File: src/design/rhc_pkg.sv
package rhc_pkg;

   localparam int CB = 16;
   localparam int Q_W = CB + 1;
   localparam int NUM_W = 2 * CB + 4;
   localparam int DEN_W = CB + 4;
   localparam int DIV_STAGES = Q_W;
   localparam int FRONT_STAGES = 2;
   localparam int H2R_LAT = 5;
   localparam int LAST_STAGE = FRONT_STAGES + DIV_STAGES;
   localparam int RGB_DLY = LAST_STAGE - H2R_LAT;

   localparam logic [CB-1:0] FULL = {CB{1'b1}};
   localparam logic [2*CB-1:0] FULL_HALF = (2*CB)'((1 << (CB - 1)) - 1);
   localparam logic [2*CB-1:0] HUE_HALF = (2*CB)'(1 << (CB - 1));

   typedef struct packed {
      logic [CB-1:0] chan_a;
      logic [CB-1:0] chan_b;
      logic [CB-1:0] chan_c;
   } req_type;

   typedef struct packed {
      logic [CB-1:0] out_a;
      logic [CB-1:0] out_b;
      logic [CB-1:0] out_c;
   } rsp_type;

   // round(prod / FULL), halves up; prod never exceeds FULL * FULL
   function automatic logic [CB-1:0] div_full_round(input logic [2*CB-1:0] prod);
      logic [2*CB-1:0] n;
      logic [CB-1:0] q0;
      logic [CB:0] r;
      logic [CB:0] q;
      n = prod + FULL_HALF;
      q0 = n[2*CB-1:CB];
      r = {1'b0, n[CB-1:0]} + {1'b0, q0};
      q = {1'b0, q0};
      if (r >= {1'b0, FULL}) begin
         q = q + 1'b1;
      end
      if (r >= {FULL, 1'b0}) begin
         q = q + 1'b1;
      end
      return q[CB-1:0];
   endfunction

endpackage

File: src/design/rhc_div.sv
module rhc_div (
   input  logic                     clock,
   input  logic                     en,
   input  logic [rhc_pkg::NUM_W-1:0] num_in,
   input  logic [rhc_pkg::DEN_W-1:0] den_in,
   output logic [rhc_pkg::Q_W-1:0]   quo_out
);

   // restoring divider, one quotient bit per stage, MSB first
   logic [rhc_pkg::NUM_W-1:0] rem_ff [rhc_pkg::DIV_STAGES-1];
   logic [rhc_pkg::DEN_W-1:0] den_ff [rhc_pkg::DIV_STAGES-1];
   logic [rhc_pkg::Q_W-1:0]   quo_ff [rhc_pkg::DIV_STAGES];

   for (genvar j = 0; j < rhc_pkg::DIV_STAGES; j++) begin : g_stage
      localparam int BIT = rhc_pkg::Q_W - 1 - j;
      logic [rhc_pkg::NUM_W-1:0] rem_cur;
      logic [rhc_pkg::DEN_W-1:0] den_cur;
      logic [rhc_pkg::Q_W-1:0]   quo_cur;
      logic [rhc_pkg::NUM_W:0]   shifted;
      logic [rhc_pkg::NUM_W:0]   trial;
      logic [rhc_pkg::NUM_W-1:0] rem_in;
      logic [rhc_pkg::Q_W-1:0]   quo_in;

      if (j == 0) begin : g_first
         assign rem_cur = num_in;
         assign den_cur = den_in;
         assign quo_cur = '0;
      end else begin : g_next
         assign rem_cur = rem_ff[j-1];
         assign den_cur = den_ff[j-1];
         assign quo_cur = quo_ff[j-1];
      end

      always_comb begin
         shifted = (rhc_pkg::NUM_W+1)'(den_cur) << BIT;
         trial = {1'b0, rem_cur} - shifted;
         rem_in = trial[rhc_pkg::NUM_W] ? rem_cur : trial[rhc_pkg::NUM_W-1:0];
         quo_in = quo_cur;
         quo_in[BIT] = ~trial[rhc_pkg::NUM_W];
      end

      always_ff @(posedge clock) begin
         if (en) begin
            quo_ff[j] <= quo_in;
         end
      end

      if (j < rhc_pkg::DIV_STAGES - 1) begin : g_carry
         always_ff @(posedge clock) begin
            if (en) begin
               rem_ff[j] <= rem_in;
               den_ff[j] <= den_cur;
            end
         end
      end
   end

   assign quo_out = quo_ff[rhc_pkg::DIV_STAGES-1];

endmodule

File: config.mk
export PLATFORM = sky130hd
export DESIGN_NAME = rhc_div
export DESIGN_NICKNAME = d
export VERILOG_FILES = /design/src/design/rhc_pkg.sv /design/src/design/rhc_div.sv
export SDC_FILE = /design/constraint.sdc
export NUM_CORES = 2
export LEC_CHECK = 0
export BUFFER_PORTS_ARGS = -buffer_cell sky130_fd_sc_hd__buf_2
export CORE_ASPECT_RATIO = 1.5
export CORE_MARGIN = 4
export CORE_UTILIZATION = 45
export CTS_BUF_LIST = sky130_fd_sc_hd__clkbuf_8
export DETAILED_ROUTE_END_ITERATION = 7
export PLACE_DENSITY_LB_ADDON = 0.3
export SLEW_MARGIN = 15
export SYNTH_ARGS = -nofsm -noshare
export SYNTH_HDL_FRONTEND = slang
export SYNTH_SLANG_ARGS = --single-unit
File: constraint.sdc
create_clock -name clock -period 4.1 [get_ports clock]
set_clock_uncertainty 0.15 [all_clocks]
set_input_delay 0.615 -clock clock [delete_from_list [all_inputs] [get_ports clock]]
set_output_delay 0.615 -clock clock [all_outputs]
set_load 0.05 [all_outputs]
==> impl_metrics.json <==
{
  "die_w_um": 291,
  "synth_warnings": 0,
  "drv_cap": 0,
  "syn-cell-area_um2": 53900,
  "final_area_um2": 60400,
  "gp_congestion": 0.950,
  "p_int_mw": 25.1,
  "fmax_mhz": 260,
  "synth_async_sr_flop_share": 0,
  "synth_seq_cells": 1049,
  "syn_to_final_growth_pct": 12.0,
  "multi_input_area_um2": 20500,
  "worstSetupPathType": "register to register",
  "worstSetupStartpointType": "register",
  "initial_utilization": 0.453,
  "cts.sinks": 1049,
  "crit_fanout": 4,
  "hold_violations": 0,
  "period_share": 0.938,
  "ctsLongestPathBuffers": 3,
  "crit_chain": "ha_1 > fa_1 > nor2b_1 > o31ai_1 > a21oi_1 > o22ai_1 > nand3_1 > a31oi_2 > a2111o_1 > a311oi_1 > xor2_1",
  "worstSetupEndpointType": "register",
  "tightest_slew_ns": 0.695,
  "ant_nets": 0,
  "combPwrFrac": 0.367,
  "grt_overflow": 0,
  "dieHeight_um": 432,
  "synthCells": 4432,
  "drtIter0Drc": 1224,
  "leakage_nw": 23.8,
  "synth_ff_type": "edfxtp_1",
  "synth.avg_cell_area_um2": 12.2,
  "grt_pass1_wl_um": 169000,
  "fp-row-count": 155,
  "clk_transition_reported_paths_ns": 0.06,
  "clkPwrFrac": 0.203,
  "dpl_cell_area_um2": 57000,
  "final_common_cell": "edfxtp_1",
  "core_area_um2": 119000,
  "status": "completed",
  "synth_enable_flop_cells": 1049,
  "syn-num-nets": 4845,
  "rsz0062_at_grt": "no",
  "cts-buffers-inserted": 162,
  "drive_above_1_share": 0.108,
  "grt_antenna_before_repair": 1,
  "power.switching_mw": 12.9,
  "dr.pass1.iters": 5,
  "h-tree-depth": 4,
  "post-dp-hpwl_um": 78200,
  "vias": 34200,
  "die_area_um2": 125000,
  "worstSkewPairLatency_ns": 0.85,
  "worstPathRequired_ns": 4.50,
  "power.density_nw_per_um2": 630,
  "grt_max_degree": 91,
  "final_nets": 5179,
  "slew_headroom": 0.537,
  "grt_use_total": 0.165,
  "hold_path.class": "input port to register",
  "finalSetupTns_ns": 0,
  "timing.hold.ws_ns": 0.135,
  "wire_per_inst_um": 16.1,
  "viasPerCell": 5.30,
  "io_buffers": 74,
  "worst_path_max_delay_cell": "edfxtp_1",
  "seqPwrFrac": 0.430,
  "cts_tree": "done",
  "final_util": 0.508,
  "period_minus_slack_ns": 3.85,
  "mostFrequentLayoutCells": "1049 x edfxtp_1, 471 x inv_1, 339 x ha_1, 313 x nand2_1, 306 x a21oi_1",
  "final-setup-viol-count": 0,
  "fill_cells": 10200,
  "peakVddDrop_uv": 325,
  "wl_um": 104000,
  "first_global_vias": 36500,
  "yosysSeqAreaShare": 0.585,
  "regArea_um2": 31500,
  "root_buffer": "clkbuf_8",
  "netSwitchingFraction": 0.340,
  "slew_viol_final": 0,
  "synth.lib_cells_used.distinct": 99,
  "ios": 75,
  "critPathArrivalTime_ns": 4.25,
  "slowest_delay_ns": 0.57,
  "drc": 0
}
## logic make-up (layout without fill, tap and decap cells)
kind of cell	count (synthesis)	count (layout)	share of synthesized area
DFF	1049	1049	0.585
xor gates and xnor gates	348	348	0.0566
and+or+nand+nor	1064	1064	0.0962
muxes	96	96	0.0200
adders and majority gates	355	355	0.0847
other	0	1	0
buffers and inverters	490	937	0.0356
AOI/OAI and AO/OA	1030	1030	0.123
## layout make-up
class                      count  share of cell area
antenna                        1           0.0000415
clock buffer                 166              0.0378
clock inverter               111             0.00846
inverter                     422              0.0262
multi-input combinational   2893               0.340
sequential                  1049               0.522
tap                         1570              0.0325
timing repair buffer         238              0.0334
## final timing paths
check | slack, ns | endpoint | from | cells past startpoint
worst max-delay path | 0.25 | rem_ff[1][30] | den_ff[0][140] | 11
worst min-delay path | 0.13 | rem_ff[0][81] | en | 1
worst max register to register | 0.25 | rem_ff[1][30] | den_ff[0][140] | 11
worst min register to register | 0.26 | quo_ff[3][33] | quo_ff[3][16] | 0
## critical path, delay by kind of cell (launching register included)
family / cells / cell delay, ns
AND/OR/NAND/NOR: 2 / 0.44
XOR/XNOR: 1 / 0.14
flip-flops: 1 / 0.57
adder cells (fa/ha/maj): 2 / 0.70
AO/OA/AOI/OAI: 6 / 1.59
## power groups by stage
stage / clock [mW] / sequential, mW / combinational [mW]
2_1_floorplan: 0 / 16.0 / 10.6
5_1_grt: 8.53 / 16.5 / 15.6
3_3_place_gp: 0 / 16.5 / 13.5
4_1_cts: 8.08 / 16.3 / 14.0
6_report: 7.73 / 16.4 / 14.0
3_5_place_dp: 0 / 16.5 / 13.9
## synthesized netlist by cell type, types with 9 or more instances
cell type,count,area (um2)
or3_1,36,225
a211oi_1,37,278
nand4b_1,9,78.8
and2_1,13,81.3
xnor2_1,198,1730
nand4_1,21,131
o2111ai_1,11,96.3
o21ai_1,26,130
nor4_1,28,175
a211o_1,11,96.3
clkbuf_1,29,109
nor3_1,66,330
o211ai_1,17,128
inv_1,419,1570
a31oi_1,35,219
edfxtp_1,1049,31500
o31a_1,19,166
nand2b_1,66,413
o21a_1,71,533
fa_1,16,320
nor2b_1,53,332
nand2_1,313,1170
nor2_1,296,1110
nand3b_1,11,82.6
xor2_1,150,1310
buf_2,29,145
a21boi_0,9,67.6
ha_1,339,4240
mux2_1,11,124
nand3_1,51,255
o21bai_1,23,173
nor3b_1,9,67.6
a21o_1,106,796
mux2_2,82,923
a21oi_1,307,1540
and3_1,27,169
o21ai_0,232,1160
or2_2,18,113
o31ai_1,30,225
## registers in the layout (all words and copies together) (netlist names)
| signal | count |
|---|---|
| quo_ff | 153 |
| den_ff | 320 |
| rem_ff | 576 |
## what timing repair did
action	in CTS	in global routing
resized for setup	0	2
setup buffers	0	0
hold buffers	56	0
endpoints found under the setup margin	0	7
endpoints found under the hold margin	56	0
## through the flow
step | power [mW] | cells | setup WS (ns)
floorplan | 26.6 | 4432 | 0.721
global placement | 30.0 | 6116 | 0.222
detailed placement | 30.4 | 6116 | 0.188
CTS | 38.4 | 6449 | 0.228
global route | 40.7 | 6450 | 0.0374
finish | 38.0 | 6450 | 0.252
## layer usage
layer	wire length, um	global-route usage
met5	0	0
met4	8030	0.123
met3	2960	0.0281
met2	61800	0.353
met1	30900	0.124
(Power assumes the default switching activity.)
