**config.mk**
```make
export PLATFORM = sky130hd
export DESIGN_NAME = rhc_hsv2rgb
export DESIGN_NICKNAME = d
export VERILOG_FILES = /design/src/design/rhc_pkg.sv /design/src/design/rhc_hsv2rgb.sv
export SDC_FILE = /design/constraint.sdc
export NUM_CORES = 2
export LEC_CHECK = 0
export ABC_AREA = 1
export ABC_CLOCK_PERIOD_IN_PS = 12500
export BUFFER_PORTS_ARGS = -buffer_cell sky130_fd_sc_hd__buf_2
export CORE_MARGIN = 2
export CORE_UTILIZATION = 55
export CTS_CLUSTER_DIAMETER = 30
export DETAILED_ROUTE_END_ITERATION = 8
export GPL_TIMING_DRIVEN = 1
export PLACE_DENSITY = 0.68
export SYNTH_ARGS = -nofsm -noshare
export SYNTH_HDL_FRONTEND = slang
export SYNTH_SLANG_ARGS = --single-unit
```
**constraint.sdc**
```tcl
create_clock -name clock -period 12.5 [get_ports clock]
set_input_delay 0.625 -clock clock [delete_from_list [all_inputs] [get_ports clock]]
set_output_delay 0.625 -clock clock [all_outputs]
set_load 0.005 [all_outputs]
```
**src/design/rhc_pkg.sv**
```systemverilog
package rhc_pkg;

   localparam int CB = 16;
   localparam int Q_W = CB + 1;
   localparam int NUM_W = 2 * CB + 4;
   localparam int DEN_W = CB + 4;
   localparam int DIV_STAGES = Q_W;
   localparam int FRONT_STAGES = 2;
   localparam int H2R_LAT = 5;
   localparam int LAST_STAGE = FRONT_STAGES + DIV_STAGES;
   localparam int RGB_DLY = LAST_STAGE - H2R_LAT;

   localparam logic [CB-1:0] FULL = {CB{1'b1}};
   localparam logic [2*CB-1:0] FULL_HALF = (2*CB)'((1 << (CB - 1)) - 1);
   localparam logic [2*CB-1:0] HUE_HALF = (2*CB)'(1 << (CB - 1));

   typedef struct packed {
      logic [CB-1:0] chan_a;
      logic [CB-1:0] chan_b;
      logic [CB-1:0] chan_c;
   } req_type;

   typedef struct packed {
      logic [CB-1:0] out_a;
      logic [CB-1:0] out_b;
      logic [CB-1:0] out_c;
   } rsp_type;

   // round(prod / FULL), halves up; prod never exceeds FULL * FULL
   function automatic logic [CB-1:0] div_full_round(input logic [2*CB-1:0] prod);
      logic [2*CB-1:0] n;
      logic [CB-1:0] q0;
      logic [CB:0] r;
      logic [CB:0] q;
      n = prod + FULL_HALF;
      q0 = n[2*CB-1:CB];
      r = {1'b0, n[CB-1:0]} + {1'b0, q0};
      q = {1'b0, q0};
      if (r >= {1'b0, FULL}) begin
         q = q + 1'b1;
      end
      if (r >= {FULL, 1'b0}) begin
         q = q + 1'b1;
      end
      return q[CB-1:0];
   endfunction

endpackage

```
**src/design/rhc_hsv2rgb.sv**
```systemverilog
module rhc_hsv2rgb (
   input  logic             clock,
   input  logic             en,
   input  rhc_pkg::req_type hsv_in,
   output rhc_pkg::rsp_type rgb_out
);

   localparam int CB = rhc_pkg::CB;

   logic [CB+2:0]   h6;
   logic [CB:0]     f_c;
   logic [2*CB:0]   py_w;
   logic [2*CB-1:0] sx;
   logic [2*CB-1:0] sy;
   logic [CB-1:0]   n_v;
   logic [CB-1:0]   k_v;
   rhc_pkg::rsp_type rgb_in;

   logic [2:0]      sext1_ff, sext2_ff, sext3_ff, sext4_ff;
   logic [CB-1:0]   f1_ff;
   logic [CB-1:0]   s1_ff;
   logic [CB-1:0]   v1_ff, v2_ff, v3_ff, v4_ff;
   logic [2*CB-1:0] px2_ff, py2_ff, pm2_ff;
   logic [CB-1:0]   x3_ff, y3_ff, m3_ff, m4_ff;
   logic [2*CB-1:0] pn4_ff, pk4_ff;
   rhc_pkg::rsp_type rgb_ff;

   always_comb begin
      h6 = {1'b0, hsv_in.chan_a, 2'b00} + {2'b00, hsv_in.chan_a, 1'b0};
      f_c = {1'b1, {CB{1'b0}}} - {1'b0, f1_ff};
      py_w = (2*CB+1)'(s1_ff) * (2*CB+1)'(f_c);
      sx = px2_ff + rhc_pkg::HUE_HALF;
      sy = py2_ff + rhc_pkg::HUE_HALF;
      n_v = rhc_pkg::div_full_round(pn4_ff);
      k_v = rhc_pkg::div_full_round(pk4_ff);
      case (sext4_ff)
         3'd0: rgb_in = '{out_a: v4_ff, out_b: k_v,   out_c: m4_ff};
         3'd1: rgb_in = '{out_a: n_v,   out_b: v4_ff, out_c: m4_ff};
         3'd2: rgb_in = '{out_a: m4_ff, out_b: v4_ff, out_c: k_v};
         3'd3: rgb_in = '{out_a: m4_ff, out_b: n_v,   out_c: v4_ff};
         3'd4: rgb_in = '{out_a: k_v,   out_b: m4_ff, out_c: v4_ff};
         default: rgb_in = '{out_a: v4_ff, out_b: m4_ff, out_c: n_v};
      endcase
   end

   always_ff @(posedge clock) begin
      if (en) begin
         // split hue into sextant and fraction
         sext1_ff <= h6[CB+2:CB];
         f1_ff <= h6[CB-1:0];
         s1_ff <= hsv_in.chan_b;
         v1_ff <= hsv_in.chan_c;
         // saturation products
         px2_ff <= (2*CB)'(s1_ff) * (2*CB)'(f1_ff);
         py2_ff <= py_w[2*CB-1:0];
         pm2_ff <= (2*CB)'(v1_ff) * (2*CB)'(rhc_pkg::FULL - s1_ff);
         sext2_ff <= sext1_ff;
         v2_ff <= v1_ff;
         // round x, y and m
         x3_ff <= sx[2*CB-1:CB];
         y3_ff <= sy[2*CB-1:CB];
         m3_ff <= rhc_pkg::div_full_round(pm2_ff);
         sext3_ff <= sext2_ff;
         v3_ff <= v2_ff;
         // value products for n and k
         pn4_ff <= (2*CB)'(v3_ff) * (2*CB)'(rhc_pkg::FULL - x3_ff);
         pk4_ff <= (2*CB)'(v3_ff) * (2*CB)'(rhc_pkg::FULL - y3_ff);
         m4_ff <= m3_ff;
         sext4_ff <= sext3_ff;
         v4_ff <= v3_ff;
         rgb_ff <= rgb_in;
      end
   end

   assign rgb_out = rgb_ff;

endmodule

```
==> flow_summary.ini <==
[clocking]
cts_tree = yes
worstSkewPairLatency_ns = 0.67
cts_buffers = 81
cts_buffer_depth = 3
hold_buffers = 0
htree_levels = 3
path_clk_slew_ns = 0.05
cts-root-buf = clkbuf_16
cts_setup_buffers = 0
cts.sinks = 349
cts_resized = 0

[grt]
track_usage_pct = 30.05
grt_pass1_wl_um = 264700
gr-total-overflow = 0
antenna_found_initial = 3
grt_max_degree = 157
grt_pass1_vias = 50178

[logic_synthesis]
synth_edf_count = 349
avgSynthCellArea_sq_um = 8.419
synth_area_sq_um = 61160
async_reset_ff_share_pct = 0
ys_types = 64
synth_fp_nets = 8893
syn_inst = 7264
yosysWarnings = 0
synthFlopType = edfxtp_1
yosysSeqAreaShare_pct = 17.14
ys_seq_elements = 349

[worst_setup_path]
cp_max_fo = 17
r2r-end = py2_ff[29]$_DFFE_PP_
worstSetupStartpoint = f1_ff[2]$_DFFE_PP_
r2r_start = f1_ff[2]$_DFFE_PP_
worstPathRequired_ns = 12.89
path_class = reg -> reg
max_stage_delay_ns = 0.62
crit_path_end_kind = register
path_common_cell = nand2_1
r2r_slack_ns = 3.73
cp-start-kind = register
rr_worst_depth = 39
cp.arrival_ns = 9.16
crit_slowest_cell = edfxtp_1

[sta]
fin_crit_ns = 8.771
max_freq_mhz = 114.0
hold_viol = 0
fin_crit_sh_pct = 70.17
rsz0062_at_grt = no
fin_setup_tns_ns = 0
worst_pin_slew_ns = 1.081
finClkSkew_ns = 0.04847
setup_viol = 0
drv_slew = 0
slew-limit-headroom_pct = 27.82

[placement]
place.gp.congestion = 0.9515
dp_hpwl_um = 129700
io_buffers = 97
placed_area_sq_um = 63000

[floorplan]
rows = 122
die-area_sq_um = 113900
ios = 98
initial_core_util_pct = 55.34
chipHeight_um = 337.5
core_area_sq_um = 110500
die_w_um = 337.5

[finish]
fin_area_sq_um = 65760
diodes = 0
register_area_sq_um = 10480
drive_gt1_share_pct = 5.922
areaGrowthSynthToFinish_pct = 7.527
layout.nets = 8894
fillers = 9902
multi_input_area_sq_um = 43240

[routing]
drt_iter0_drc = 3284
wirelength_um = 164900
final_antenna_net_count = 0
first_pass_iters = 6
drc = 0
via_count = 47499
avgRoutedWirePerCell_um = 18.70
vias_per_cell = 5.387

[run_status]
status = finished clean

[worst_hold_path]
hp-class = in -> reg
hold_start = hsv_in[0]
hold_path_depth = 1
hold_end = v1_ff[0]$_DFFE_PP_

[flow_run]
cap_violations = 0
## sequential cells by signal, indices dropped and copies added, names as in the netlist
name and flops:
v2_ff 16, rgb_out 48, m4_ff 16, sext2_ff 3, v3_ff 16, pm2_ff 32, m3_ff 16, v4_ff 16
pn4_ff 32, pk4_ff 32, py2_ff 17, f1_ff 15, sext4_ff 3, px2_ff 17, s1_ff 16, y3_ff 16
sext3_ff 3, sext1_ff 3, v1_ff 16, x3_ff 16
## cells by family (layout without fill, tap and decap cells)
| group | count (synthesis) | after routing | synth area share, % |
|---|---|---|---|
| adder cells (fa/ha/maj) | 1579 | 1579 | 44.08 |
| buffers and inverters | 1967 | 2032 | 12.15 |
| multiplexers | 1 | 1 | 0.01841 |
| AND/OR/NAND/NOR | 2653 | 2653 | 18.32 |
| AO/OA/AOI/OAI | 404 | 404 | 3.816 |
| XOR/XNOR | 311 | 311 | 4.478 |
| flip-flops | 349 | 349 | 17.14 |
## Yosys cell counts, types with 7 or more instances
master	count	area, sq um
inv_1	1695	6362
nand2_1	1515	5687
fa_1	959	19200
nor2_1	643	2414
ha_1	620	7757
edfxtp_1	349	10480
xor2_1	213	1866
a21oi_1	194	970.9
clkbuf_1	190	713.2
nand3_1	182	910.9
xnor2_1	96	840.8
o21ai_0	89	445.4
nand4_1	78	488.0
nor3_1	57	285.3
nand2_2	34	212.7
buf_1	30	112.6
nor2_2	26	162.7
clkinv_1	21	78.83
inv_2	21	78.83
nor4_1	18	112.6
o21bai_1	17	127.6
a22oi_1	16	120.1
nand3b_1	14	105.1
nand3_2	13	130.1
nor2_4	12	135.1
or2_2	11	68.82
nor3b_1	10	75.07
o2111ai_1	10	87.58
o211ai_1	10	75.07
a31oi_1	9	56.30
o21ai_1	9	45.04
a21o_1	8	60.06
nand2_4	8	90.09
a211oi_1	7	52.55
nor3_2	7	70.07
## through the flow
| step | instances | setup slack (ns) | hold slack [ns] | utilization (%) |
|---|---|---|---|---|
| 2_1_floorplan | 7264 | 4.640 | 0.4003 | - |
| 3_3_place_gp | 8670 | 3.920 | 0.4012 | 57.00 |
| 3_5_place_dp | 8670 | 3.739 | 0.4045 | 57.00 |
| 4_1_cts | 8817 | 3.732 | 0.08054 | 59.50 |
| 5_1_grt | 8817 | 2.949 | 0.09227 | 59.50 |
| 6_report | 8817 | 3.729 | 0.1309 | 59.50 |
## final cells by class
class / count / share of cell area, %
clock buffer: 88 / 3.122
multi-input combinational: 4948 / 65.76
inverter: 1737 / 9.915
tap: 1488 / 2.831
clock inverter: 59 / 1.081
timing repair buffer: 148 / 1.355
sequential: 349 / 15.94
## critical path: cells and delay by family (launching register included)
family	cells	cell delay (ns)
and+or+nand+nor	15	2.11
buffers and inverters	9	0.97
AOI/OAI and AO/OA	6	1.16
DFF	1	0.62
xor gates and xnor gates	1	0.15
adders and majority gates	8	3.52
## worst max-delay path by stage
stage | to | slack (ns) | cells after the start
after floorplan | py2_ff[29]$_DFFE_PP_ | 4.64 | 43
after global placement | py2_ff[29]$_DFFE_PP_ | 3.92 | 39
after detailed placement | py2_ff[29]$_DFFE_PP_ | 3.74 | 39
after CTS | py2_ff[29]$_DFFE_PP_ | 3.73 | 39
after global routing | py2_ff[29]$_DFFE_PP_ | 2.95 | 39
final | py2_ff[29]$_DFFE_PP_ | 3.73 | 39
## layer usage
layer  GRT usage, %  part of all wire, %
met1          36.95                   39
met3          4.640                  7.1
met2          51.40                   48
met5              0               0.0079
met4          15.33                  5.8
## placed cells by master, fill, tap and decap left out, drive strengths merged, types with 15 or more instances in the layout
cell | netlist | final
a21oi | 196 | 196
a22oi | 17 | 17
buf | 40 | 148
clkbuf | 190 | 88
clkinv | 21 | 52
edfxtp | 349 | 349
fa | 959 | 959
ha | 620 | 620
inv | 1716 | 1729
nand2 | 1557 | 1557
nand3 | 197 | 197
nand3b | 15 | 15
nand4 | 81 | 81
nor2 | 682 | 682
nor3 | 64 | 64
nor4 | 21 | 21
o21ai | 102 | 102
o21bai | 17 | 17
xnor2 | 96 | 96
xor2 | 215 | 215
Power is left out: the tool's default activity adds up to more than one toggle a clock period on the data nets, which glitch-free logic cannot reach.
